===== src/design/linear_interp_resampler_core_macros.svh =====
// assertion helpers shared by the resampler modules
// both expect clk and rst_n in scope at the point of use
`ifndef LINEAR_INTERP_RESAMPLER_CORE_MACROS_SVH
`define LINEAR_INTERP_RESAMPLER_CORE_MACROS_SVH

// same-cycle implication
`define LIR_ASSERT_IMP(label, ante, cons, msg) \
  label: assert property (@(posedge clk) disable iff (!rst_n) (ante) |-> (cons)) \
    else $error(msg);

// next-cycle implication
`define LIR_ASSERT_NXT(label, ante, cons, msg) \
  label: assert property (@(posedge clk) disable iff (!rst_n) (ante) |=> (cons)) \
    else $error(msg);

`endif


===== src/design/lir_pkg.sv =====
package lir_pkg;

  localparam int SAMPLE_W   = 16;
  localparam int RATE_W     = 17;
  localparam int VOL_W      = 7;
  localparam int CFG_W      = 17;
  localparam int CFG_IDX_W  = 2;
  localparam int OUT_W      = 32;
  localparam int POS_W      = 17;
  localparam int SUM_W      = POS_W + 1;
  localparam int INTERP_W   = SAMPLE_W + 2;
  localparam int SCALE_W    = SAMPLE_W + 1;

  localparam logic [CFG_IDX_W-1:0] CFG_IDX_RATE   = 2'd0;
  localparam logic [CFG_IDX_W-1:0] CFG_IDX_VOLUME = 2'd1;
  localparam logic [CFG_IDX_W-1:0] CFG_IDX_STEREO = 2'd2;

  localparam logic [RATE_W-1:0] RATE_MIN   = 17'd8000;
  localparam logic [RATE_W-1:0] RATE_MAX   = 17'd96000;
  localparam logic [RATE_W-1:0] RATE_RESET = 17'd48000;
  localparam logic [VOL_W-1:0]  VOL_MAX    = 7'd100;
  localparam logic [VOL_W-1:0]  VOL_RESET  = 7'd80;

  localparam logic [POS_W-1:0] OUTPUT_RATE = 17'd48000;

  // |diff| * pos / 48000 as (x >> 7) / 375, reciprocal estimate plus one correction
  localparam int PROD_W       = 2 * SAMPLE_W;
  localparam int DIV_SHIFT    = 7;
  localparam int DIVX_W       = PROD_W - DIV_SHIFT;
  localparam int DIV_LO_W     = 9;
  localparam logic [DIV_LO_W-1:0] DIV_LO = 9'd375;
  localparam int DIV_MUL_W    = 24;
  localparam logic [DIV_MUL_W-1:0] DIV_MUL = 24'd11453246;
  localparam int DIV_SH       = 32;
  localparam int DIV_FULL_W   = DIVX_W + DIV_MUL_W;

  // |sample| * volume / 100 as (y >> 2) / 25
  localparam int VPROD_W      = 22;
  localparam int VDIV_SHIFT   = 2;
  localparam int VDIVX_W      = VPROD_W - VDIV_SHIFT;
  localparam int VDIV_LO_W    = 5;
  localparam logic [VDIV_LO_W-1:0] VDIV_LO = 5'd25;
  localparam int VDIV_MUL_W   = 20;
  localparam logic [VDIV_MUL_W-1:0] VDIV_MUL = 20'd671088;
  localparam int VDIV_SH      = 24;
  localparam int VDIV_FULL_W  = VDIVX_W + VDIV_MUL_W;

  localparam logic signed [SCALE_W-1:0] SAT_MAX = 17'sd32767;
  localparam logic signed [SCALE_W-1:0] SAT_MIN = -17'sd32768;

  typedef enum logic [2:0] {
    ST_IDLE,
    ST_CHK,
    ST_MUL,
    ST_REC,
    ST_COR,
    ST_VMUL,
    ST_VREC,
    ST_EMIT
  } lir_state_t;

  typedef struct packed {
    logic [RATE_W-1:0] rate;
    logic [VOL_W-1:0]  volume;
    logic              stereo;
  } lir_cfg_t;

  typedef struct packed {
    logic accept;
    logic samp_cur;
    logic skip;
    logic mul;
    logic rec;
    logic cor;
    logic vmul;
    logic vrec;
    logic emit;
  } lir_cmd_t;

  typedef struct packed {
    logic first;
    logic pos_over;
    logic last;
    logic slot_free;
  } lir_sts_t;

endpackage


===== src/design/lir_in_if.sv =====
interface lir_in_if;
  import lir_pkg::*;

  logic                       valid;
  logic                       ready;
  logic signed [SAMPLE_W-1:0] left_sample;
  logic signed [SAMPLE_W-1:0] right_sample;
  logic                       restart;

  modport source (output valid, output left_sample, output right_sample, output restart,
                  input ready);
  modport sink (input valid, input left_sample, input right_sample, input restart,
                output ready);
endinterface


===== src/design/lir_out_if.sv =====
interface lir_out_if;
  import lir_pkg::*;

  logic                    valid;
  logic                    ready;
  logic signed [OUT_W-1:0] out_word;
  logic                    last;

  modport source (output valid, output out_word, output last, input ready);
  modport sink (input valid, input out_word, input last, output ready);
endinterface


===== src/design/lir_cfg.sv =====
module lir_cfg (
  input  logic                           clk,
  input  logic                           rst_n,
  input  logic                           cfg_we,
  input  logic [lir_pkg::CFG_IDX_W-1:0]  cfg_index,
  input  logic [lir_pkg::CFG_W-1:0]      cfg_data,
  output lir_pkg::lir_cfg_t              cfg
);
  import lir_pkg::*;

  logic [RATE_W-1:0] rate_r, rate_nxt;
  logic [VOL_W-1:0]  vol_r, vol_nxt;
  logic              stereo_r, stereo_nxt;
  logic [VOL_W-1:0]  vol_in;

  assign vol_in = cfg_data[VOL_W-1:0];

  always_comb begin
    rate_nxt   = rate_r;
    vol_nxt    = vol_r;
    stereo_nxt = stereo_r;
    if (cfg_we) begin
      case (cfg_index)
        CFG_IDX_RATE: begin
          if (cfg_data >= RATE_MIN && cfg_data <= RATE_MAX) begin
            rate_nxt = cfg_data[RATE_W-1:0];
          end
        end
        CFG_IDX_VOLUME: begin
          vol_nxt = (vol_in > VOL_MAX) ? VOL_MAX : vol_in;
        end
        CFG_IDX_STEREO: begin
          stereo_nxt = cfg_data[0];
        end
        default: begin
        end
      endcase
    end
  end

  always_ff @(posedge clk) begin
    if (!rst_n) begin
      rate_r   <= RATE_RESET;
      vol_r    <= VOL_RESET;
      stereo_r <= 1'b0;
    end else begin
      rate_r   <= rate_nxt;
      vol_r    <= vol_nxt;
      stereo_r <= stereo_nxt;
    end
  end

  assign cfg.rate   = rate_r;
  assign cfg.volume = vol_r;
  assign cfg.stereo = stereo_r;

endmodule


===== src/design/lir_ctrl.sv =====
`include "linear_interp_resampler_core_macros.svh"

module lir_ctrl (
  input  logic              clk,
  input  logic              rst_n,
  input  logic              in_valid,
  output logic              in_ready,
  input  lir_pkg::lir_sts_t sts,
  output lir_pkg::lir_cmd_t cmd
);
  import lir_pkg::*;

  lir_state_t state_r, state_nxt;

  always_ff @(posedge clk) begin
    if (!rst_n) begin
      state_r <= ST_IDLE;
    end else begin
      state_r <= state_nxt;
    end
  end

  always_comb begin
    state_nxt = state_r;
    cmd       = '0;
    in_ready  = 1'b0;
    case (state_r)
      ST_IDLE: begin
        in_ready = 1'b1;
        if (in_valid) begin
          cmd.accept = 1'b1;
          state_nxt  = ST_CHK;
        end
      end
      ST_CHK: begin
        if (sts.first) begin
          cmd.samp_cur = 1'b1;
          state_nxt    = ST_VMUL;
        end else if (sts.pos_over) begin
          cmd.skip  = 1'b1;
          state_nxt = ST_IDLE;
        end else begin
          state_nxt = ST_MUL;
        end
      end
      ST_MUL: begin
        cmd.mul   = 1'b1;
        state_nxt = ST_REC;
      end
      ST_REC: begin
        cmd.rec   = 1'b1;
        state_nxt = ST_COR;
      end
      ST_COR: begin
        cmd.cor   = 1'b1;
        state_nxt = ST_VMUL;
      end
      ST_VMUL: begin
        cmd.vmul  = 1'b1;
        state_nxt = ST_VREC;
      end
      ST_VREC: begin
        cmd.vrec  = 1'b1;
        state_nxt = ST_EMIT;
      end
      ST_EMIT: begin
        if (sts.slot_free) begin
          cmd.emit  = 1'b1;
          state_nxt = sts.last ? ST_IDLE : ST_MUL;
        end
      end
      default: begin
        state_nxt = ST_IDLE;
      end
    endcase
  end

  `LIR_ASSERT_NXT(a_fire_to_chk, in_valid && in_ready, state_r == ST_CHK, "accept did not start check")
  `LIR_ASSERT_NXT(a_last_to_idle, cmd.emit && sts.last, in_ready, "final result did not free input")
  `LIR_ASSERT_NXT(a_loop_to_mul, cmd.emit && !sts.last, cmd.mul, "interpolation loop broken")

endmodule


===== src/design/lir_dp.sv =====
`include "linear_interp_resampler_core_macros.svh"

module lir_dp (
  input  logic                               clk,
  input  logic                               rst_n,
  input  lir_pkg::lir_cmd_t                  cmd,
  input  lir_pkg::lir_cfg_t                  cfg,
  input  logic signed [lir_pkg::SAMPLE_W-1:0] in_left_sample,
  input  logic signed [lir_pkg::SAMPLE_W-1:0] in_right_sample,
  input  logic                               in_restart,
  input  logic                               out_ready,
  output logic                               out_valid,
  output logic signed [lir_pkg::OUT_W-1:0]   out_word,
  output logic                               out_last,
  output lir_pkg::lir_sts_t                  sts
);
  import lir_pkg::*;

  logic                       have_prev_r;
  logic signed [SAMPLE_W-1:0] prev_r;
  logic signed [SAMPLE_W-1:0] cur_r;
  logic                       first_r;
  logic [POS_W-1:0]           pos_r;
  logic [PROD_W-1:0]          prod_r;
  logic                       neg_r;
  logic [SAMPLE_W-1:0]        q0_r;
  logic signed [SAMPLE_W-1:0] samp_r;
  logic [VPROD_W-1:0]         vprod_r;
  logic                       vneg_r;
  logic [SAMPLE_W-1:0]        vq0_r;
  logic                       out_valid_r;
  logic signed [OUT_W-1:0]    out_word_r;
  logic                       out_last_r;

  // input frame to mono, halving rounds toward zero
  logic signed [SAMPLE_W:0]   in_sum;
  logic signed [SAMPLE_W:0]   in_sum_adj;
  logic signed [SAMPLE_W-1:0] in_cur;

  assign in_sum     = {in_left_sample[SAMPLE_W-1], in_left_sample}
                    + {in_right_sample[SAMPLE_W-1], in_right_sample};
  assign in_sum_adj = in_sum + {{SAMPLE_W{1'b0}}, in_sum[SAMPLE_W]};
  assign in_cur     = cfg.stereo ? in_sum_adj[SAMPLE_W:1] : in_left_sample;

  // interpolation step
  logic signed [SAMPLE_W:0]   diff;
  logic [SAMPLE_W-1:0]        abs_diff;
  logic [PROD_W-1:0]          prod_nxt;
  logic [DIVX_W-1:0]          div_x;
  logic [DIV_FULL_W-1:0]      rec_full;
  logic [DIVX_W-1:0]          lo_rem;
  logic [SAMPLE_W-1:0]        q;
  logic signed [INTERP_W-1:0] q_signed;
  logic signed [INTERP_W-1:0] interp;

  assign diff     = {cur_r[SAMPLE_W-1], cur_r} - {prev_r[SAMPLE_W-1], prev_r};
  assign abs_diff = diff[SAMPLE_W] ? SAMPLE_W'(-diff) : diff[SAMPLE_W-1:0];
  assign prod_nxt = abs_diff * pos_r[SAMPLE_W-1:0];
  assign div_x    = prod_r[PROD_W-1:DIV_SHIFT];
  assign rec_full = div_x * DIV_MUL;
  assign lo_rem   = div_x - q0_r * DIV_LO;
  assign q        = q0_r + SAMPLE_W'(lo_rem >= DIVX_W'(DIV_LO));
  assign q_signed = neg_r ? -INTERP_W'(q) : INTERP_W'(q);
  assign interp   = INTERP_W'(prev_r) + q_signed;

  // volume scaling
  logic [SAMPLE_W-1:0]        abs_samp;
  logic [VPROD_W-1:0]         vprod_nxt;
  logic [VDIVX_W-1:0]         vdiv_x;
  logic [VDIV_FULL_W-1:0]     vrec_full;
  logic [VDIVX_W-1:0]         vrem;
  logic [SAMPLE_W-1:0]        vq;
  logic signed [SCALE_W-1:0]  scaled;
  logic signed [SAMPLE_W-1:0] sat;

  assign abs_samp  = samp_r[SAMPLE_W-1] ? SAMPLE_W'(-samp_r) : samp_r;
  assign vprod_nxt = abs_samp * cfg.volume;
  assign vdiv_x    = vprod_r[VPROD_W-1:VDIV_SHIFT];
  assign vrec_full = vdiv_x * VDIV_MUL;
  assign vrem      = vdiv_x - vq0_r * VDIV_LO;
  assign vq        = vq0_r + SAMPLE_W'(vrem >= VDIVX_W'(VDIV_LO));
  assign scaled    = vneg_r ? -SCALE_W'(vq) : SCALE_W'(vq);

  always_comb begin
    if (scaled > SAT_MAX) begin
      sat = SAT_MAX[SAMPLE_W-1:0];
    end else if (scaled < SAT_MIN) begin
      sat = SAT_MIN[SAMPLE_W-1:0];
    end else begin
      sat = scaled[SAMPLE_W-1:0];
    end
  end

  // phase accumulator
  logic [SUM_W-1:0] pos_sum;
  logic             last_out;

  assign pos_sum  = {1'b0, pos_r} + {1'b0, cfg.rate};
  assign last_out = first_r || (pos_sum > SUM_W'(OUTPUT_RATE));

  assign sts.first     = first_r;
  assign sts.pos_over  = pos_r > OUTPUT_RATE;
  assign sts.last      = last_out;
  assign sts.slot_free = !out_valid_r || out_ready;

  always_ff @(posedge clk) begin
    if (!rst_n) begin
      have_prev_r <= 1'b0;
      out_valid_r <= 1'b0;
    end else begin
      if (cmd.emit) begin
        out_valid_r <= 1'b1;
        have_prev_r <= 1'b1;
      end else if (out_ready) begin
        out_valid_r <= 1'b0;
      end
    end
  end

  always_ff @(posedge clk) begin
    if (cmd.accept) begin
      cur_r   <= in_cur;
      first_r <= in_restart || !have_prev_r;
    end
    if (cmd.skip) begin
      prev_r <= cur_r;
      pos_r  <= pos_r - OUTPUT_RATE;
    end
    if (cmd.samp_cur) begin
      samp_r <= cur_r;
    end
    if (cmd.mul) begin
      prod_r <= prod_nxt;
      neg_r  <= diff[SAMPLE_W];
    end
    if (cmd.rec) begin
      q0_r <= rec_full[DIV_SH+SAMPLE_W-1:DIV_SH];
    end
    if (cmd.cor) begin
      samp_r <= interp[SAMPLE_W-1:0];
    end
    if (cmd.vmul) begin
      vprod_r <= vprod_nxt;
      vneg_r  <= samp_r[SAMPLE_W-1];
    end
    if (cmd.vrec) begin
      vq0_r <= vrec_full[VDIV_SH+SAMPLE_W-1:VDIV_SH];
    end
    if (cmd.emit) begin
      out_word_r <= {sat, {SAMPLE_W{1'b0}}};
      out_last_r <= last_out;
      if (first_r) begin
        pos_r  <= cfg.rate;
        prev_r <= cur_r;
      end else if (last_out) begin
        pos_r  <= POS_W'(pos_sum - SUM_W'(OUTPUT_RATE));
        prev_r <= cur_r;
      end else begin
        pos_r <= pos_sum[POS_W-1:0];
      end
    end
  end

  assign out_valid = out_valid_r;
  assign out_word  = out_word_r;
  assign out_last  = out_last_r;

  `LIR_ASSERT_IMP(a_div_bound, cmd.cor, lo_rem < (DIVX_W'(DIV_LO) + DIVX_W'(DIV_LO)), "interp quotient estimate off by more than one")
  `LIR_ASSERT_IMP(a_vdiv_bound, cmd.emit, vrem < (VDIVX_W'(VDIV_LO) + VDIVX_W'(VDIV_LO)), "volume quotient estimate off by more than one")
  `LIR_ASSERT_IMP(a_pos_range, have_prev_r, pos_r != '0 && pos_r <= RATE_MAX, "phase accumulator out of range")

endmodule


===== src/design/linear_interp_resampler_core.sv =====
// channel   dir  handshake             payload
// in_ch     in   valid/ready           left_sample, right_sample, restart
// out_ch    out  valid/ready           out_word, last
// cfg_*     in   cfg_we, no wait       cfg_index, cfg_data
//
// first frame of a stream: accept, check, volume multiply, volume reciprocal, emit
// otherwise accept and check, then per result (none when the phase is past the frame) the six-step
// multiply / reciprocal divide / volume scale sequence in lir_dp
// results go through one output register; a stall holds only the final step
// synchronous active-low reset clears the state machine, history and config
`include "linear_interp_resampler_core_macros.svh"

module linear_interp_resampler_core (
  input  logic                          clk,
  input  logic                          rst_n,
  lir_in_if.sink                        in_ch,
  lir_out_if.source                     out_ch,
  input  logic                          cfg_we,
  input  logic [lir_pkg::CFG_IDX_W-1:0] cfg_index,
  input  logic [lir_pkg::CFG_W-1:0]     cfg_data
);
  import lir_pkg::*;

  lir_cfg_t cfg;
  lir_cmd_t cmd;
  lir_sts_t sts;
  logic     in_ready;

  lir_cfg u_cfg (
    .clk       (clk),
    .rst_n     (rst_n),
    .cfg_we    (cfg_we),
    .cfg_index (cfg_index),
    .cfg_data  (cfg_data),
    .cfg       (cfg)
  );

  lir_ctrl u_ctrl (
    .clk      (clk),
    .rst_n    (rst_n),
    .in_valid (in_ch.valid),
    .in_ready (in_ready),
    .sts      (sts),
    .cmd      (cmd)
  );

  lir_dp u_dp (
    .clk             (clk),
    .rst_n           (rst_n),
    .cmd             (cmd),
    .cfg             (cfg),
    .in_left_sample  (in_ch.left_sample),
    .in_right_sample (in_ch.right_sample),
    .in_restart      (in_ch.restart),
    .out_ready       (out_ch.ready),
    .out_valid       (out_ch.valid),
    .out_word        (out_ch.out_word),
    .out_last        (out_ch.last),
    .sts             (sts)
  );

  assign in_ch.ready = in_ready;

  `LIR_ASSERT_IMP(a_no_accept_busy, in_ch.valid && in_ready, !cmd.emit, "accept during emit")

endmodule


===== src/flat_wrapper.sv =====
// flat-port wrapper written by rule: the top's interface ports become plain ports
module linear_interp_resampler_core_flat import lir_pkg::*;
  (clk, rst_n, cfg_we, cfg_index, cfg_data, in_ch_valid, in_ch_left_sample, in_ch_right_sample, in_ch_restart, in_ch_ready, out_ch_valid, out_ch_out_word, out_ch_last, out_ch_ready);
  lir_in_if in_ch_i ();
  lir_out_if out_ch_i ();
  input  logic clk;
  input  logic rst_n;
  input  logic cfg_we;
  input  logic [lir_pkg::CFG_IDX_W-1:0] cfg_index;
  input  logic [lir_pkg::CFG_W-1:0] cfg_data;
  input wire logic [$bits(in_ch_i.valid)-1:0] in_ch_valid;
  input wire logic [$bits(in_ch_i.left_sample)-1:0] in_ch_left_sample;
  input wire logic [$bits(in_ch_i.right_sample)-1:0] in_ch_right_sample;
  input wire logic [$bits(in_ch_i.restart)-1:0] in_ch_restart;
  output wire logic [$bits(in_ch_i.ready)-1:0] in_ch_ready;
  output wire logic [$bits(out_ch_i.valid)-1:0] out_ch_valid;
  output wire logic [$bits(out_ch_i.out_word)-1:0] out_ch_out_word;
  output wire logic [$bits(out_ch_i.last)-1:0] out_ch_last;
  input wire logic [$bits(out_ch_i.ready)-1:0] out_ch_ready;
  assign in_ch_i.valid = in_ch_valid;
  assign in_ch_i.left_sample = in_ch_left_sample;
  assign in_ch_i.right_sample = in_ch_right_sample;
  assign in_ch_i.restart = in_ch_restart;
  assign in_ch_ready = in_ch_i.ready;
  assign out_ch_valid = out_ch_i.valid;
  assign out_ch_out_word = out_ch_i.out_word;
  assign out_ch_last = out_ch_i.last;
  assign out_ch_i.ready = out_ch_ready;
  linear_interp_resampler_core u_core (.clk(clk), .rst_n(rst_n), .in_ch(in_ch_i), .out_ch(out_ch_i), .cfg_we(cfg_we), .cfg_index(cfg_index), .cfg_data(cfg_data));
endmodule

===== config.mk =====
export PLATFORM = sky130hd
export DESIGN_NAME = linear_interp_resampler_core_flat
export DESIGN_NICKNAME = d
export VERILOG_FILES = /design/src/design/lir_pkg.sv /design/src/design/lir_in_if.sv /design/src/design/lir_out_if.sv /design/src/design/lir_cfg.sv /design/src/design/lir_ctrl.sv /design/src/design/lir_dp.sv /design/src/design/linear_interp_resampler_core.sv /design/src/flat_wrapper.sv
export VERILOG_INCLUDE_DIRS = /design/src /design/src/design
export SDC_FILE = /design/constraint.sdc
export NUM_CORES = 2
export LEC_CHECK = 0
export BUFFER_PORTS_ARGS = -buffer_cell sky130_fd_sc_hd__buf_2
export CAP_MARGIN = 25
export CORE_ASPECT_RATIO = 0.9
export CORE_UTILIZATION = 30
export CTS_CLUSTER_DIAMETER = 30
export DETAILED_ROUTE_END_ITERATION = 7
export GPL_ROUTABILITY_DRIVEN = 0
export HOLD_SLACK_MARGIN = 0.12
export SETUP_SLACK_MARGIN = 0.1
export SKIP_CTS_REPAIR_TIMING = 1
export SLEW_MARGIN = 5
export SYNTH_ARGS = -nofsm -noshare
export SYNTH_HDL_FRONTEND = slang
export SYNTH_SLANG_ARGS = --single-unit
export TNS_END_PERCENT = 10

===== constraint.sdc =====
create_clock -name clk -period 13.2 [get_ports clk]
set_clock_uncertainty 0.15 [all_clocks]
set_input_delay 1.32 -clock clk [delete_from_list [all_inputs] [get_ports clk]]
set_output_delay 1.32 -clock clk [all_outputs]
set_load 0.05 [all_outputs]

==> results.py <==
metrics = {
    "logic_synthesis": {
        "seq_area_frac_synth": 0.114,
        "synth_cell_type_count": 87,
        "synthMuxAreaShare": 0.0141,
        "synth-edff-count": 146,
        "synthCells": 4838,
        "synth_area_um2": 46600,
        "synth_seq_cells": 192,
        "synth_fa_ha_area_frac": 0.538,
        "synthArstFlopShare": 0,
        "yosys_warnings": 0,
        "synth_compound_area_frac": 0.0840,
        "synth_xor_area_frac": 0.0495,
        "synthSimpleGateAreaFrac": 0.104,
        "synth_top_family_by_area": "adder cells",
        "ys.flop_type": "edfxtp_1",
        "synth.avg_cell_area_um2": 9.62,
    },
    "worst_setup_path": {
        "reg2regPathDepth": 38,
        "worst_path_largest_cell_delay_ps": 560,
        "reg2reg_from": "u_core.u_dp.q0_r[12]$_DFFE_PP_",
        "r2r_end": "u_core.u_dp.samp_r[14]$_DFFE_PP_",
        "worst_path_max_delay_cell": "fa_1",
        "criticalPathCategory": "reg2reg",
        "critPathLaunchType": "flip-flop",
        "endpoint_kind": "flip-flop",
        "worstPathMaxFanout": 8,
        "required_ps": 13280,
        "worstPathArrival_ps": 10420,
        "r2r_slack_ps": 2860,
        "cpLargestDelayFamily": "adder cells",
        "crit_buf_inv": 5,
    },
    "grt": {
        "grt_remaining_overflow": 0,
        "grt_pass1_vias": 34100,
        "grt_max_degree": 43,
        "grt_util_all_layers": 0.141,
        "grt_pass1_wl_um": 178000,
        "antenna_found_initial": 0,
    },
    "timing": {
        "setup_viol": 0,
        "fmax_mhz": 96.7,
        "grt_setup_unrepaired": "no",
        "tightestPinTransition_ps": 1110,
        "final.min_clock_period_ps": 10340,
        "fin_crit_sh": 0.783,
        "slew_headroom": 0.260,
        "drv_slew": 0,
        "hold_violations": 0,
        "fin_hold_ws_ps": 323,
        "tns_ps": 0,
    },
    "worst_hold_path": {
        "min_to": "u_core.u_dp.have_prev_r$_SDFFE_PN0P_",
        "whs_path_depth": 1,
        "hp-class": "reg2reg",
        "worstHoldStart": "u_core.u_dp.have_prev_r$_SDFFE_PN0P_",
    },
    "outcome": {
        "status": "finished, final reports clean",
    },
    "final_layout": {
        "area_delta_synth_final_pct": 7.73,
        "drive_gt1_frac": 0.0448,
        "diodes": 0,
        "finish.net_count": 6474,
        "instances_no_fill": 6959,
        "post-route-util": 0.327,
    },
    "clock_tree": {
        "cts_buffers": 17,
        "cts_root_buffer": "clkbuf_16",
        "clock_path_buffers": 2,
        "cts_tree": "done",
        "cts.clk_slew.worst_paths_ps": 90,
        "cts_max_level": 4,
        "clkLatencyLatePin_ps": 510,
        "clock-sinks": 192,
    },
    "floorplan": {
        "start_util": 0.304,
        "core_um2": 153000,
        "dieArea_um2": 157000,
        "io_pins": 92,
        "rows": 136,
        "die_w_um": 417,
        "die_h_um": 376,
    },
    "placement": {
        "numPlacedInstances": 6924,
        "io_buffers": 75,
        "dpl.hpwl_um": 90200,
    },
    "routing": {
        "drt-initial-drc-count": 1517,
        "dr.pass1.iters": 8,
        "vias_per_cell": 4.67,
        "drc_errors": 0,
        "ant_nets": 0,
        "wl_per_cell_um": 15.6,
        "wirelength_um": 108000,
        "vias": 32500,
    },
    "flow_run": {
        "maxCapViolCount": 0,
    },
}
==> cells by family after synthesis <==
group                    count (synthesis)
XOR/XNOR                               263
AND/OR/NAND/NOR                       1012
AO/OA/AOI/OAI                          594
flip-flops                             192
buffers and inverters                 1171
other                                    1
adder cells (fa/ha/maj)               1543
multiplexers                            62
==> cell usage in the layout, fill, tap and decap left out, types with 9 or more instances in the layout <==
cell type and n:
and3_1 21, mux2i_1 33, mux2_2 29, o21ai_0 131, buf_2 75, ha_1 773
xor2_1 84, o21a_1 34, xnor2_1 170, a211oi_1 19, buf_4 27, a211o_1 9
dfxtp_1 46, o2111ai_1 10, a31oi_1 14, nand2_1 395, nor4_1 10, nor2b_1 53
nor3_1 53, o31ai_1 14, or3_1 13, nand2b_1 34, and2_1 130, edfxtp_1 146
o22ai_1 9, nand3_1 68, a21o_1 62, a21oi_1 154, clkbuf_16 17, fa_1 768
inv_1 1063, conb_1 16, or2_2 11, nand4_1 27, o211ai_1 11, o21bai_1 22
nor2_1 162
==> final cells by class <==
class | instances | area, um^2
multi-input combinational | 3490 | 36900
sequential | 192 | 5310
tap | 2070 | 2590
clock inverter | 15 | 190
fill | 15700 | 103000
clock buffer | 17 | 425
timing repair buffer | 110 | 733
inverter | 1065 | 4000
==> flip-flops by register name, summed over array words and instances (netlist names), 17 cells and up <==
| register | flops |
|---|---|
| u_core.u_cfg.rate_r | 17 |
| u_core.u_dp.pos_r | 17 |
| u_core.u_dp.prod_r | 25 |
| u_core.u_dp.vprod_r | 20 |
==> synth_stat cells (10+ instances only) <==
library cell | count | area [um^2]
o31ai_1 | 14 | 105
o211ai_1 | 11 | 82.6
xnor2_1 | 174 | 1520
fa_1 | 768 | 15400
nor4_1 | 10 | 62.6
clkbuf_1 | 79 | 297
and3_1 | 21 | 131
o21ai_0 | 131 | 656
o21bai_1 | 22 | 165
nand2b_1 | 34 | 213
buf_4 | 17 | 128
dfxtp_1 | 46 | 921
o2111ai_1 | 10 | 87.6
ha_1 | 773 | 9670
mux2i_1 | 33 | 330
a31oi_1 | 14 | 87.6
or2_2 | 11 | 68.8
a21o_1 | 62 | 465
nand2_1 | 395 | 1480
nor2_1 | 163 | 612
nor3_1 | 54 | 270
nor2b_1 | 53 | 332
edfxtp_1 | 146 | 4380
inv_1 | 1063 | 3990
a211oi_1 | 19 | 143
a21oi_1 | 155 | 776
nand4_1 | 27 | 169
and2_1 | 130 | 813
or3_1 | 13 | 81.3
o21a_1 | 34 | 255
xor2_1 | 89 | 780
mux2_2 | 29 | 327
nand3_1 | 68 | 340
==> metrics by stage <==
stage                     instance area, um^2  setup WS (ps)
final                                   50200           2860
after CTS                               50100           2900
after floorplan                         46600           3940
after global placement                  49400           3150
after detailed placement                49500           2930
after global routing                    50200           2160
==> worst max path at each step <==
stage                                              start                          endpoint  cells after the start
after floorplan           u_core.u_dp.q0_r[11]$_DFFE_PP_  u_core.u_dp.samp_r[14]$_DFFE_PP_                     39
final                     u_core.u_dp.q0_r[12]$_DFFE_PP_  u_core.u_dp.samp_r[14]$_DFFE_PP_                     38
after global routing       u_core.u_dp.q0_r[4]$_DFFE_PP_  u_core.u_dp.samp_r[14]$_DFFE_PP_                     39
after detailed placement  u_core.u_dp.q0_r[12]$_DFFE_PP_  u_core.u_dp.samp_r[14]$_DFFE_PP_                     38
after CTS                 u_core.u_dp.q0_r[12]$_DFFE_PP_  u_core.u_dp.samp_r[14]$_DFFE_PP_                     38
after global placement     u_core.u_dp.q0_r[4]$_DFFE_PP_  u_core.u_dp.samp_r[14]$_DFFE_PP_                     39
==> per-layer routing <==
metal,track usage,vias up,part of all wire
met4,0.0295,0,0.018
li1,-,15600,-
met3,0.0236,108,0.041
met5,0,-,0
met2,0.238,534,0.48
met1,0.189,16300,0.46
Power is left out: the tool's default activity adds up to more than one toggle a clock period on the data nets, which glitch-free logic cannot reach.
